## config.mk

```make
export PLATFORM = sky130hd
export DESIGN_NAME = odd_even_transposition_sorter_flat
export DESIGN_NICKNAME = d
export VERILOG_FILES = /design/src/hdl/oets_pkg.sv /design/src/hdl/oets_in_if.sv /design/src/hdl/oets_out_if.sv /design/src/hdl/oets_cell.sv /design/src/hdl/odd_even_transposition_sorter.sv /design/src/flat_wrapper.sv
export SDC_FILE = /design/constraint.sdc
export NUM_CORES = 2
export LEC_CHECK = 0
export BUFFER_PORTS_ARGS = -buffer_cell sky130_fd_sc_hd__buf_4
export CAP_MARGIN = 20
export CELL_PAD_IN_SITES_DETAIL_PLACEMENT = 0
export CELL_PAD_IN_SITES_GLOBAL_PLACEMENT = 1
export CORE_UTILIZATION = 30
export DETAILED_ROUTE_END_ITERATION = 8
export PLACE_DENSITY = 0.48
export REMOVE_ABC_BUFFERS = 1
export SETUP_SLACK_MARGIN = 0.4
export SYNTH_ARGS = -nofsm -noshare
export SYNTH_HDL_FRONTEND = slang
export SYNTH_SLANG_ARGS = --single-unit
```

## constraint.sdc

```tcl
create_clock -name clk_i -period 9.9 [get_ports clk_i]
set_clock_uncertainty 0.05 [all_clocks]
set_input_delay 2.475 -clock clk_i [delete_from_list [all_inputs] [get_ports clk_i]]
set_output_delay 2.475 -clock clk_i [all_outputs]
set_load 0.02 [all_outputs]
```

## src/hdl/oets_pkg.sv

```systemverilog
// ----------------------------------------------------------------------------
// oets_pkg
// Shared types and constants for the odd-even transposition sorter.
// ----------------------------------------------------------------------------
`default_nettype none

package oets_pkg;

  localparam int unsigned DATA_W = 32;

  typedef logic signed [DATA_W-1:0] data_t;

  typedef struct packed {
    logic  valid;
    data_t value;
  } cell_t;

  typedef enum logic [2:0] {
    CMD_HOLD,
    CMD_LOAD,
    CMD_SORT_LO,
    CMD_SORT_HI,
    CMD_SHIFT
  } cell_cmd_e;

  typedef enum logic [1:0] {
    ST_LOAD,
    ST_SORT,
    ST_EMIT
  } state_e;

endpackage

`default_nettype wire

```

## src/hdl/oets_in_if.sv

```systemverilog
// ----------------------------------------------------------------------------
// oets_in_if
// Input channel: one unsorted word per handshake, with an end-of-set mark.
// ----------------------------------------------------------------------------
`default_nettype none

interface oets_in_if;
  import oets_pkg::*;

  logic  valid;
  logic  ready;
  data_t value;
  logic  last;

  modport source (output valid, output value, output last, input ready);
  modport sink (input valid, input value, input last, output ready);
endinterface

`default_nettype wire

```

## src/hdl/oets_out_if.sv

```systemverilog
// ----------------------------------------------------------------------------
// oets_out_if
// Output channel: one sorted word per handshake, with run end and overflow.
// ----------------------------------------------------------------------------
`default_nettype none

interface oets_out_if;
  import oets_pkg::*;

  logic  valid;
  logic  ready;
  data_t sorted_value;
  logic  last_out;
  logic  overflow;

  modport source (output valid, output sorted_value, output last_out, output overflow,
                  input ready);
  modport sink (input valid, input sorted_value, input last_out, input overflow,
                output ready);
endinterface

`default_nettype wire

```

## src/hdl/oets_cell.sv

```systemverilog
// ----------------------------------------------------------------------------
// oets_cell
// One sorter cell: holds a word, loads, compare-exchanges with a neighbor,
// or takes the word of its upper neighbor. Empty cells rank above all words.
// ----------------------------------------------------------------------------
`default_nettype none

module oets_cell
  import oets_pkg::*;
(
  input  wire        clk_i,
  input  wire        rst_ni,
  input  cell_cmd_e  cmd_i,
  input  data_t      load_value_i,
  input  cell_t      left_i,
  input  cell_t      right_i,
  output cell_t      cell_o
);

  function automatic logic ranks_above(cell_t a, cell_t b);
    logic res;
    if (!a.valid) begin
      res = b.valid;
    end else begin
      res = b.valid && (a.value > b.value);
    end
    return res;
  endfunction

  logic  valid_q, valid_d;
  data_t value_q, value_d;
  cell_t self;

  assign self = '{valid: valid_q, value: value_q};

  always_comb begin
    valid_d = valid_q;
    value_d = value_q;
    unique case (cmd_i)
      CMD_HOLD: begin
      end
      CMD_LOAD: begin
        valid_d = 1'b1;
        value_d = load_value_i;
      end
      CMD_SORT_LO: begin
        if (ranks_above(self, right_i)) begin
          valid_d = right_i.valid;
          value_d = right_i.value;
        end
      end
      CMD_SORT_HI: begin
        if (ranks_above(left_i, self)) begin
          valid_d = left_i.valid;
          value_d = left_i.value;
        end
      end
      CMD_SHIFT: begin
        valid_d = right_i.valid;
        value_d = right_i.value;
      end
      default: begin
      end
    endcase
  end

  always_ff @(posedge clk_i or negedge rst_ni) begin
    if (!rst_ni) begin
      valid_q <= 1'b0;
    end else begin
      valid_q <= valid_d;
    end
  end

  always_ff @(posedge clk_i) begin
    value_q <= value_d;
  end

  assign cell_o = self;

endmodule

`default_nettype wire

```

## src/hdl/odd_even_transposition_sorter.sv

```systemverilog
// ----------------------------------------------------------------------------
// odd_even_transposition_sorter
// Collects a set of signed words, sorts them in a row of compare-exchange
// cells and returns them in ascending order.
// ----------------------------------------------------------------------------
// in_i takes one word per handshake into cell number "count"; the word with
// last set closes the set. Words that arrive with all MAX_ITEMS cells full
// are dropped and the overflow flag is set for that run. The sort then runs
// one odd or even phase per cycle across the whole row, and the number of
// held words sets the phase count; the sorted words are then emitted. in_i
// is ready only while collecting.
// out_o shows cell 0 directly; each accepted word shifts the row down by one.
// last_out marks the final word and overflow is set on every word of a run
// that lost input. A stalled receiver simply holds the row. Reset empties
// the row and returns to collecting; no clearing pass is needed.
// ----------------------------------------------------------------------------
`default_nettype none

module odd_even_transposition_sorter
  import oets_pkg::*;
#(
  parameter int unsigned MAX_ITEMS = 32
) (
  input  wire         clk_i,
  input  wire         rst_ni,
  oets_in_if.sink     in_i,
  oets_out_if.source  out_o
);

  localparam int unsigned CNT_W = $clog2(MAX_ITEMS + 1);

  state_e           state_q, state_d;
  logic [CNT_W-1:0] count_q, count_d;
  logic [CNT_W-1:0] phase_q, phase_d;
  logic             ovf_q, ovf_d;

  logic in_fire, out_fire, full;
  logic in_rdy, out_vld;

  cell_t     cells [MAX_ITEMS];
  cell_cmd_e cmds  [MAX_ITEMS];

  assign full     = (count_q == CNT_W'(MAX_ITEMS));
  assign in_fire  = in_i.valid && in_rdy;
  assign out_fire = out_vld && out_o.ready;

  // next state
  always_comb begin
    state_d = state_q;
    unique case (state_q)
      ST_LOAD: if (in_fire && in_i.last) state_d = ST_SORT;
      ST_SORT: if (phase_q == count_q - CNT_W'(1)) state_d = ST_EMIT;
      ST_EMIT: if (out_fire && count_q == CNT_W'(1)) state_d = ST_LOAD;
      default: state_d = ST_LOAD;
    endcase
  end

  // outputs and counters
  always_comb begin
    in_rdy  = 1'b0;
    out_vld = 1'b0;
    count_d = count_q;
    phase_d = phase_q;
    ovf_d   = ovf_q;
    unique case (state_q)
      ST_LOAD: begin
        in_rdy  = 1'b1;
        phase_d = '0;
        if (in_fire) begin
          if (full) begin
            ovf_d = 1'b1;
          end else begin
            count_d = count_q + CNT_W'(1);
          end
        end
      end
      ST_SORT: begin
        phase_d = phase_q + CNT_W'(1);
      end
      ST_EMIT: begin
        out_vld = 1'b1;
        if (out_fire) begin
          count_d = count_q - CNT_W'(1);
          if (count_q == CNT_W'(1)) ovf_d = 1'b0;
        end
      end
      default: begin
      end
    endcase
  end

  always_ff @(posedge clk_i or negedge rst_ni) begin
    if (!rst_ni) begin
      state_q <= ST_LOAD;
      count_q <= '0;
      phase_q <= '0;
      ovf_q   <= 1'b0;
    end else begin
      state_q <= state_d;
      count_q <= count_d;
      phase_q <= phase_d;
      ovf_q   <= ovf_d;
    end
  end

  // cell row
  for (genvar i = 0; i < MAX_ITEMS; i++) begin : g_cell
    localparam logic CELL_ODD = ((i % 2) == 1);
    cell_t left_n, right_n;

    if (i == 0) begin : g_left_edge
      assign left_n = '0;
    end else begin : g_left
      assign left_n = cells[i-1];
    end

    if (i == MAX_ITEMS - 1) begin : g_right_edge
      assign right_n = '0;
    end else begin : g_right
      assign right_n = cells[i+1];
    end

    always_comb begin
      cmds[i] = CMD_HOLD;
      unique case (state_q)
        ST_LOAD: begin
          if (in_fire && !full && count_q == CNT_W'(i)) cmds[i] = CMD_LOAD;
        end
        ST_SORT: begin
          if (CELL_ODD == phase_q[0]) begin
            if (i < MAX_ITEMS - 1) cmds[i] = CMD_SORT_LO;
          end else begin
            if (i > 0) cmds[i] = CMD_SORT_HI;
          end
        end
        ST_EMIT: begin
          if (out_fire) cmds[i] = CMD_SHIFT;
        end
        default: begin
        end
      endcase
    end

    oets_cell u_cell (
      .clk_i       (clk_i),
      .rst_ni      (rst_ni),
      .cmd_i       (cmds[i]),
      .load_value_i(in_i.value),
      .left_i      (left_n),
      .right_i     (right_n),
      .cell_o      (cells[i])
    );
  end

  assign in_i.ready         = in_rdy;
  assign out_o.valid        = out_vld;
  assign out_o.sorted_value = cells[0].value;
  assign out_o.last_out     = (count_q == CNT_W'(1));
  assign out_o.overflow     = ovf_q;

`ifndef ASSERT_OFF
  a_out_from_full_cell: assert property (@(posedge clk_i) disable iff (!rst_ni)
    out_vld |-> cells[0].valid)
    else $error("output word taken from an empty cell");

  a_last_matches_row: assert property (@(posedge clk_i) disable iff (!rst_ni)
    (out_vld && out_o.last_out) |-> !cells[1].valid)
    else $error("last word flagged while more words are held");

  a_count_bound: assert property (@(posedge clk_i) disable iff (!rst_ni)
    count_q <= CNT_W'(MAX_ITEMS))
    else $error("word count beyond capacity");

  a_back_to_load: assert property (@(posedge clk_i) disable iff (!rst_ni)
    (out_fire && out_o.last_out) |=> (in_rdy && count_q == '0 && !ovf_q))
    else $error("run end did not return to collecting");

  a_sides_exclusive: assert property (@(posedge clk_i) disable iff (!rst_ni)
    !(in_rdy && out_vld))
    else $error("input and output active together");
`endif

endmodule

`default_nettype wire
```

## src/flat_wrapper.sv

```systemverilog
// flat-port wrapper written by rule: the top's interface ports become plain ports
module odd_even_transposition_sorter_flat import oets_pkg::*;
#(
  parameter int unsigned MAX_ITEMS = 32
)
  (clk_i, rst_ni, in_i_valid, in_i_value, in_i_last, in_i_ready, out_o_valid, out_o_sorted_value, out_o_last_out, out_o_overflow, out_o_ready);
  oets_in_if in_i_i ();
  oets_out_if out_o_i ();
  input  wire clk_i;
  input  wire rst_ni;
  input wire logic [$bits(in_i_i.valid)-1:0] in_i_valid;
  input wire logic [$bits(in_i_i.value)-1:0] in_i_value;
  input wire logic [$bits(in_i_i.last)-1:0] in_i_last;
  output wire logic [$bits(in_i_i.ready)-1:0] in_i_ready;
  output wire logic [$bits(out_o_i.valid)-1:0] out_o_valid;
  output wire logic [$bits(out_o_i.sorted_value)-1:0] out_o_sorted_value;
  output wire logic [$bits(out_o_i.last_out)-1:0] out_o_last_out;
  output wire logic [$bits(out_o_i.overflow)-1:0] out_o_overflow;
  input wire logic [$bits(out_o_i.ready)-1:0] out_o_ready;
  assign in_i_i.valid = in_i_valid;
  assign in_i_i.value = in_i_value;
  assign in_i_i.last = in_i_last;
  assign in_i_ready = in_i_i.ready;
  assign out_o_valid = out_o_i.valid;
  assign out_o_sorted_value = out_o_i.sorted_value;
  assign out_o_last_out = out_o_i.last_out;
  assign out_o_overflow = out_o_i.overflow;
  assign out_o_i.ready = out_o_ready;
  odd_even_transposition_sorter #(.MAX_ITEMS(MAX_ITEMS)) u_core (.clk_i(clk_i), .rst_ni(rst_ni), .in_i(in_i_i), .out_o(out_o_i));
endmodule
```

; ---- Yosys cells after proc, flatten, opt, wreduce, memory -nomap -nowiden
; Index checks and enable logic that the tools add are counted.
[word_totals]
regBits = 1071
latchBits = 0
elab_cells = 849
memories = 0
in_bits = 37
rom_bits = 0
ramBits = 0
out_inout_bits = 36
[op_classes]
div_mod_pow = 0
order_cmp = 31
n_mux = 372
n_eq_ne = 235
n_shift = 0
add_sub_neg = 3
bitwise_logic = 0
n_reduce_logical = 140
multipliers = 0
[ops]
columns = operator, count
row1 = $pmux 32 s4, 32
row2 = $mux 32, 64
row3 = $gt 32x32->1, 31
row4 = $pmux 3 s3, 32
row5 = $mux 1, 199
row6 = $eq 3x2->1 const B, 64
row7 = $ne 2x2->1 const B, 66
row8 = $pmux 1 s4, 32
row9 = $reduce_bool 4->1, 32
row10 = $reduce_and 3->1, 33
row11 = $eq 3x1->1 const B, 32
row12 = $eq 3x3->1 const B, 32
row13 = $eq 6x5->1 const B, 16
row14 = $logic_and 1x1->1, 68
row15 = $eq 6x4->1 const B, 8
row16 = $eq 6x3->1 const B, 4
row17 = $pmux 6 s2, 2
row18 = $mux 6, 3
row19 = $add 6x1->6 const B, 2
row20 = $eq 6x2->1 const B, 2
row21 = $ne 2x1->1 const B, 6
row22 = $mux 2, 5
row23 = $eq 6x1->1 const B, 1
row24 = $eq 6x6->1, 1
row25 = 13 further kinds, 14

; ---- Logic depth before layout (Yosys ltp)
[logic_depth]
ltp_word = 11
mapped_depth = 11
ltp_nobuf = 11

; ---- By module
; Synthesis repeated with hierarchy kept, for this count alone.
[unflattened]
hier_cells = 16453
area_unflattened_um2 = 123604.8
[modules_own_cells]
columns = mod, seq_area_each_um2, area_per_inst_um2, instances, cells_per_inst
row1 = oets_cell, 985.9, 3819.9, 32, 509
row2 = odd_even_transposition_sorter, 375.4, 1367.6, 1, 165

; ---- Least setup slack after synthesis
; OpenSTA, ideal clock, no wires.
[synth_timing]
path_kind = in2reg
start = in out_o_ready
end = reg u_core.g_cell[20].u_cell.value_q[0], enable pin
n_path_buf = 3
stages = 7
setup_time_ns = 0.480
required_ns = 9.370
path_slack_ns = 3.557
t_arrival_ns = 5.812
cell_sequence = clkbuf_1 a21oi_1 buf_2 buf_2 nand2_1 nand2_1 a311oi_1
[synth_via]
elab_chain_cells = 6
word_cells_on_any_way = 11
cone_classes = eq/ne (6) / mux (2) / reduce/logical (3)
[synth_rtl]
columns = item, line_no
row1 = "start, declared", flat_wrapper.sv:19  ; input wire logic [$bits(out_o_i.ready)-1:0] out_o_ready;
row2 = $logic_and 1x1->1 (*), odd_even_transposition_sorter.sv:45  ; assign out_fire = out_vld && out_o.ready;
row3 = $mux 3 (*), odd_even_transposition_sorter.sv:137  ; if (out_fire) cmds[i] = CMD_SHIFT;
row4 = $pmux 3 s3 (*), odd_even_transposition_sorter.sv:125  ; unique case (state_q)
row5 = "$eq 3x2->1, or another cell as far along", oets_cell.sv:39  ; unique case (cmd_i)
row6 = $ne 2x2->1 (no source line) / $reduce_bool 4->1 (equally long branches), --
row7 = $reduce_and 3->1 (no source line) (*), --
row8 = "end signal, assigned", oets_cell.sv:76  ; value_q <= value_d;
row9 = "end, declared", oets_cell.sv:31  ; data_t value_q, value_d;
; Mark *: on every way between the ends. The rest lies on a longest branch, timed or not.
; A chain may end at the register's enable or synchronous reset.

; ---- Final worst setup path
[layout_timing]
start = reg u_core.count_q[1]
end = out out_o_last_out
[layout_via]
elab_chain_cells = 1
[layout_rtl]
columns = item, line_no
row1 = "start, declared", odd_even_transposition_sorter.sv:33  ; logic [CNT_W-1:0] count_q, count_d;
row2 = "start signal, assigned", odd_even_transposition_sorter.sv:100  ; count_q <= count_d;
row3 = $eq 6x1->1, odd_even_transposition_sorter.sv:158  ; assign out_o.last_out = (count_q == CNT_W'(1));
row4 = "end, declared", flat_wrapper.sv:17  ; output wire logic [$bits(out_o_i.last_out)-1:0] out_o_last_out;
; Every way passes these cells.

==> metrics.txt <==
# TYPE chip_impl_metric gauge
chip_impl_metric{name="global_route_wire_length_before_repair",unit="mm"} 423
chip_impl_metric{name="cts.clk_slew.worst_paths",unit="ns"} 0.06
chip_impl_metric{name="antenna_found_initial",unit=""} 18
chip_impl_metric{name="timing.fmax",unit="MHz"} 186
chip_impl_metric{name="final_antenna_net_count",unit=""} 0
chip_impl_metric{name="finalHoldViolations",unit=""} 0
chip_impl_info{name="synth-main-ff-cell",value="sky130_fd_sc_hd__edfxtp_1"} 1
chip_impl_metric{name="ios",unit=""} 73
chip_impl_metric{name="finalHoldWorstSlack",unit="ns"} 0.470
chip_impl_metric{name="portion_of_the_clock_cycle_consumed_by_the_worst_path_in_the_final_layout",unit="%"} 54.2
chip_impl_info{name="run_status",value="completed"} 1
chip_impl_metric{name="post_cts.resized_instances",unit=""} 0
chip_impl_metric{name="clk_latency",unit="ns"} 0.81
chip_impl_metric{name="initial_core_util",unit="%"} 30.3
chip_impl_metric{name="cts.path.max_buffers",unit=""} 3
chip_impl_metric{name="numPortBuffers",unit=""} 72
chip_impl_metric{name="dp_hpwl",unit="mm"} 216
chip_impl_metric{name="post-cts-setup-buffers",unit=""} 0
chip_impl_metric{name="worstPathArrival",unit="ns"} 2.84
chip_impl_metric{name="avgViaCountPerCell",unit=""} 5.49
chip_impl_metric{name="fp.dieH",unit="microns"} 488
chip_impl_metric{name="final.min_clock_period",unit="ns"} 5.37
chip_impl_metric{name="worst_pin_slew",unit="ns"} 1.15
chip_impl_metric{name="post_route_cells_drive_above_1_share",unit="%"} 5.86
chip_impl_metric{name="cp.required",unit="ns"} 7.38
chip_impl_metric{name="ys_async_sr_fraction",unit="%"} 4.39
chip_impl_metric{name="syn-mean-instance-area",unit="sq um"} 9.70
chip_impl_metric{name="core.rowCount",unit=""} 177
chip_impl_metric{name="share_of_the_yosys_chip_area_belonging_to_registers",unit="%"} 45.1
chip_impl_metric{name="synth_top_cell_area_share",unit="%"} 43.5
chip_impl_metric{name="post_synth_num_cell_types",unit=""} 74
chip_impl_info{name="ys_top_cells_by_count",value="sky130_fd_sc_hd__a21oi_1, sky130_fd_sc_hd__o21ai_0, sky130_fd_sc_hd__inv_1, sky130_fd_sc_hd__edfxtp_1, sky130_fd_sc_hd__ha_1"} 1
chip_impl_info{name="cts_root_buf",value="sky130_fd_sc_hd__clkbuf_16"} 1
chip_impl_metric{name="ys_ff_latch",unit=""} 1071
chip_impl_metric{name="routed_wl",unit="mm"} 297
chip_impl_metric{name="clock_sinks",unit=""} 1071
chip_impl_metric{name="detail_route.drc_violations",unit=""} 0
chip_impl_metric{name="cts_made_buffers",unit=""} 143
chip_impl_metric{name="die_w",unit="microns"} 488
chip_impl_info{name="worst_setup_path_start_kind",value="flip-flop"} 1
chip_impl_info{name="grt_setup_unrepaired",value="false"} 1
chip_impl_info{name="cell_types_with_the_largest_area_share_after_synthesis",value="sky130_fd_sc_hd__edfxtp_1, sky130_fd_sc_hd__ha_1, sky130_fd_sc_hd__a21oi_1"} 1
chip_impl_info{name="synthMostInstantiatedCell",value="sky130_fd_sc_hd__a21oi_1"} 1
chip_impl_metric{name="drt_pre_antenna_iters",unit=""} 6
chip_impl_metric{name="crit_fanout",unit=""} 7
chip_impl_metric{name="cts-htree-levels",unit=""} 4
chip_impl_metric{name="design.final.nets",unit=""} 8288
chip_impl_metric{name="slew_headroom",unit="%"} 22.5
chip_impl_info{name="synth.largest_area_cell",value="sky130_fd_sc_hd__edfxtp_1"} 1
chip_impl_metric{name="cts_hold_buf",unit=""} 0
chip_impl_info{name="clock_tree_from_tritoncts",value="done"} 1
chip_impl_metric{name="synth_warnings",unit=""} 0
chip_impl_info{name="hp-class",value="reg -> reg"} 1
chip_impl_metric{name="maxCapViolations",unit=""} 0
chip_impl_metric{name="count_of_flip_flops_with_a_built_in_enable_after_synthesis",unit=""} 1024
chip_impl_metric{name="grt_max_degree",unit=""} 167
chip_impl_metric{name="grt_overflow",unit=""} 0
chip_impl_metric{name="wl_per_cell",unit="microns"} 28.3
chip_impl_metric{name="floorplan_die_area",unit="sq um"} 238000
chip_impl_metric{name="setup_viol_count_final",unit=""} 0
chip_impl_metric{name="final.setup.tns",unit="ns"} 0
chip_impl_metric{name="finalWeightedCongestion",unit=""} 0.865
chip_impl_metric{name="final-max-slew-violation-count",unit=""} 0
chip_impl_metric{name="first_global_vias",unit=""} 58806
chip_impl_metric{name="core-area",unit="sq um"} 233000
chip_impl_metric{name="syn_inst",unit=""} 7287
chip_impl_info{name="critical_path_class",value="reg -> out"} 1
chip_impl_metric{name="drtIter0Drc",unit=""} 5081
chip_impl_info{name="critical_path.endpoint_type",value="output pin"} 1
chip_impl_metric{name="synthesis.area",unit="sq um"} 70700
chip_impl_metric{name="grt_usage",unit="%"} 24.6
chip_impl_metric{name="via_count",unit=""} 57627
chip_impl_metric{name="area_delta_synth_final",unit="%"} 12.1
## through the flow
step                      instances  setup slack, ns  utilization (%)  cell area, sq um
after CTS                     10497             4.32             34.0             79300
final                         10501             4.53             34.0             79300
after detailed placement      10238             4.24             32.1             74900
after global routing          10500             4.42             34.0             79300
after global placement        10237             4.28             32.1             74800
after floorplan                6941           -13.05                -             69400
## worst max-delay path, stage by stage (launching register included)
cell and delay, ns:
sky130_fd_sc_hd__dfrtp_1 0.45, sky130_fd_sc_hd__inv_1 0.16, sky130_fd_sc_hd__ha_1 0.64, sky130_fd_sc_hd__nor4b_1 0.42, sky130_fd_sc_hd__buf_4 0.22, sky130_fd_sc_hd__buf_4 0.15
## metal layers
layer / routed length, microns / vias to the layer above / track usage, %
li1: - / 26768 / -
met1: 129000 / 28922 / 31.8
met2: 145000 / 1546 / 42.4
met3: 14600 / 391 / 3.11
met4: 8690 / 0 / 7.32
met5: 0 / - / 0
## placed cells by master, fill, tap and decap left out, types with 39 or more instances in the layout
| cell type | instances |
|---|---|
| sky130_fd_sc_hd__nor4_1 | 40 |
| sky130_fd_sc_hd__buf_4 | 159 |
| sky130_fd_sc_hd__edfxtp_1 | 1024 |
| sky130_fd_sc_hd__nand3_1 | 71 |
| sky130_fd_sc_hd__nand4_1 | 184 |
| sky130_fd_sc_hd__nand2_1 | 284 |
| sky130_fd_sc_hd__ha_1 | 998 |
| sky130_fd_sc_hd__a221oi_1 | 62 |
| sky130_fd_sc_hd__o211ai_1 | 45 |
| sky130_fd_sc_hd__a221o_1 | 39 |
| sky130_fd_sc_hd__a21o_1 | 156 |
| sky130_fd_sc_hd__clkbuf_16 | 146 |
| sky130_fd_sc_hd__nor2_1 | 65 |
| sky130_fd_sc_hd__nor2b_1 | 43 |
| sky130_fd_sc_hd__dfrtp_1 | 47 |
| sky130_fd_sc_hd__o21ai_0 | 1151 |
| sky130_fd_sc_hd__inv_1 | 1049 |
| sky130_fd_sc_hd__a21oi_1 | 1306 |
| sky130_fd_sc_hd__clkbuf_1 | 41 |
## registers in the layout, summed over array words and instances (netlist names)
signal and flops:
u_core.count_q 6, u_core.g_cell.u_cell.valid_q 32, u_core.g_cell.u_cell.value_q 1024, u_core.out_o.overflow 1
u_core.phase_q 6, u_core.state_q 2
## cells by family after synthesis
group,Yosys count,share of synthesized area (%)
compound gates,2933,22.9
xor+xnor,36,0.446
flops,1071,45.1
mux,18,0.265
fa+ha+maj,998,17.7
simple gates,835,6.16
buf+inv,1396,7.42
## final cells by class
class	count	area [sq um]
inverter	1050	3940
sequential	1071	31900
clock buffer	191	3860
multi-input combinational	4820	33800
timing repair buffer	167	1340
tap	3132	3920
antenna	2	5.00
fill	24218	154000
clock inverter	68	534
## final timing paths
kind / startpoint / to / slack, ns / depth (start not counted)
setup / recovery: u_core.count_q[1] / out_o_last_out / 4.53 / 5
hold / removal: u_core.out_o.overflow / u_core.out_o.overflow / 0.47 / 2
setup reg to reg: u_core.g_cell[1].u_cell.value_q[31] / u_core.g_cell[1].u_cell.valid_q / 4.93 / 12
hold reg to reg: u_core.out_o.overflow / u_core.out_o.overflow / 0.47 / 2
max in group asynchronous: rst_ni / u_core.g_cell[18].u_cell.valid_q / 7.38 / 1
min in group asynchronous: rst_ni / u_core.g_cell[5].u_cell.valid_q / 1.77 / 1
Power is not shown: default switching activity piles up to over one toggle a cycle in this logic, so the estimate is an artifact.
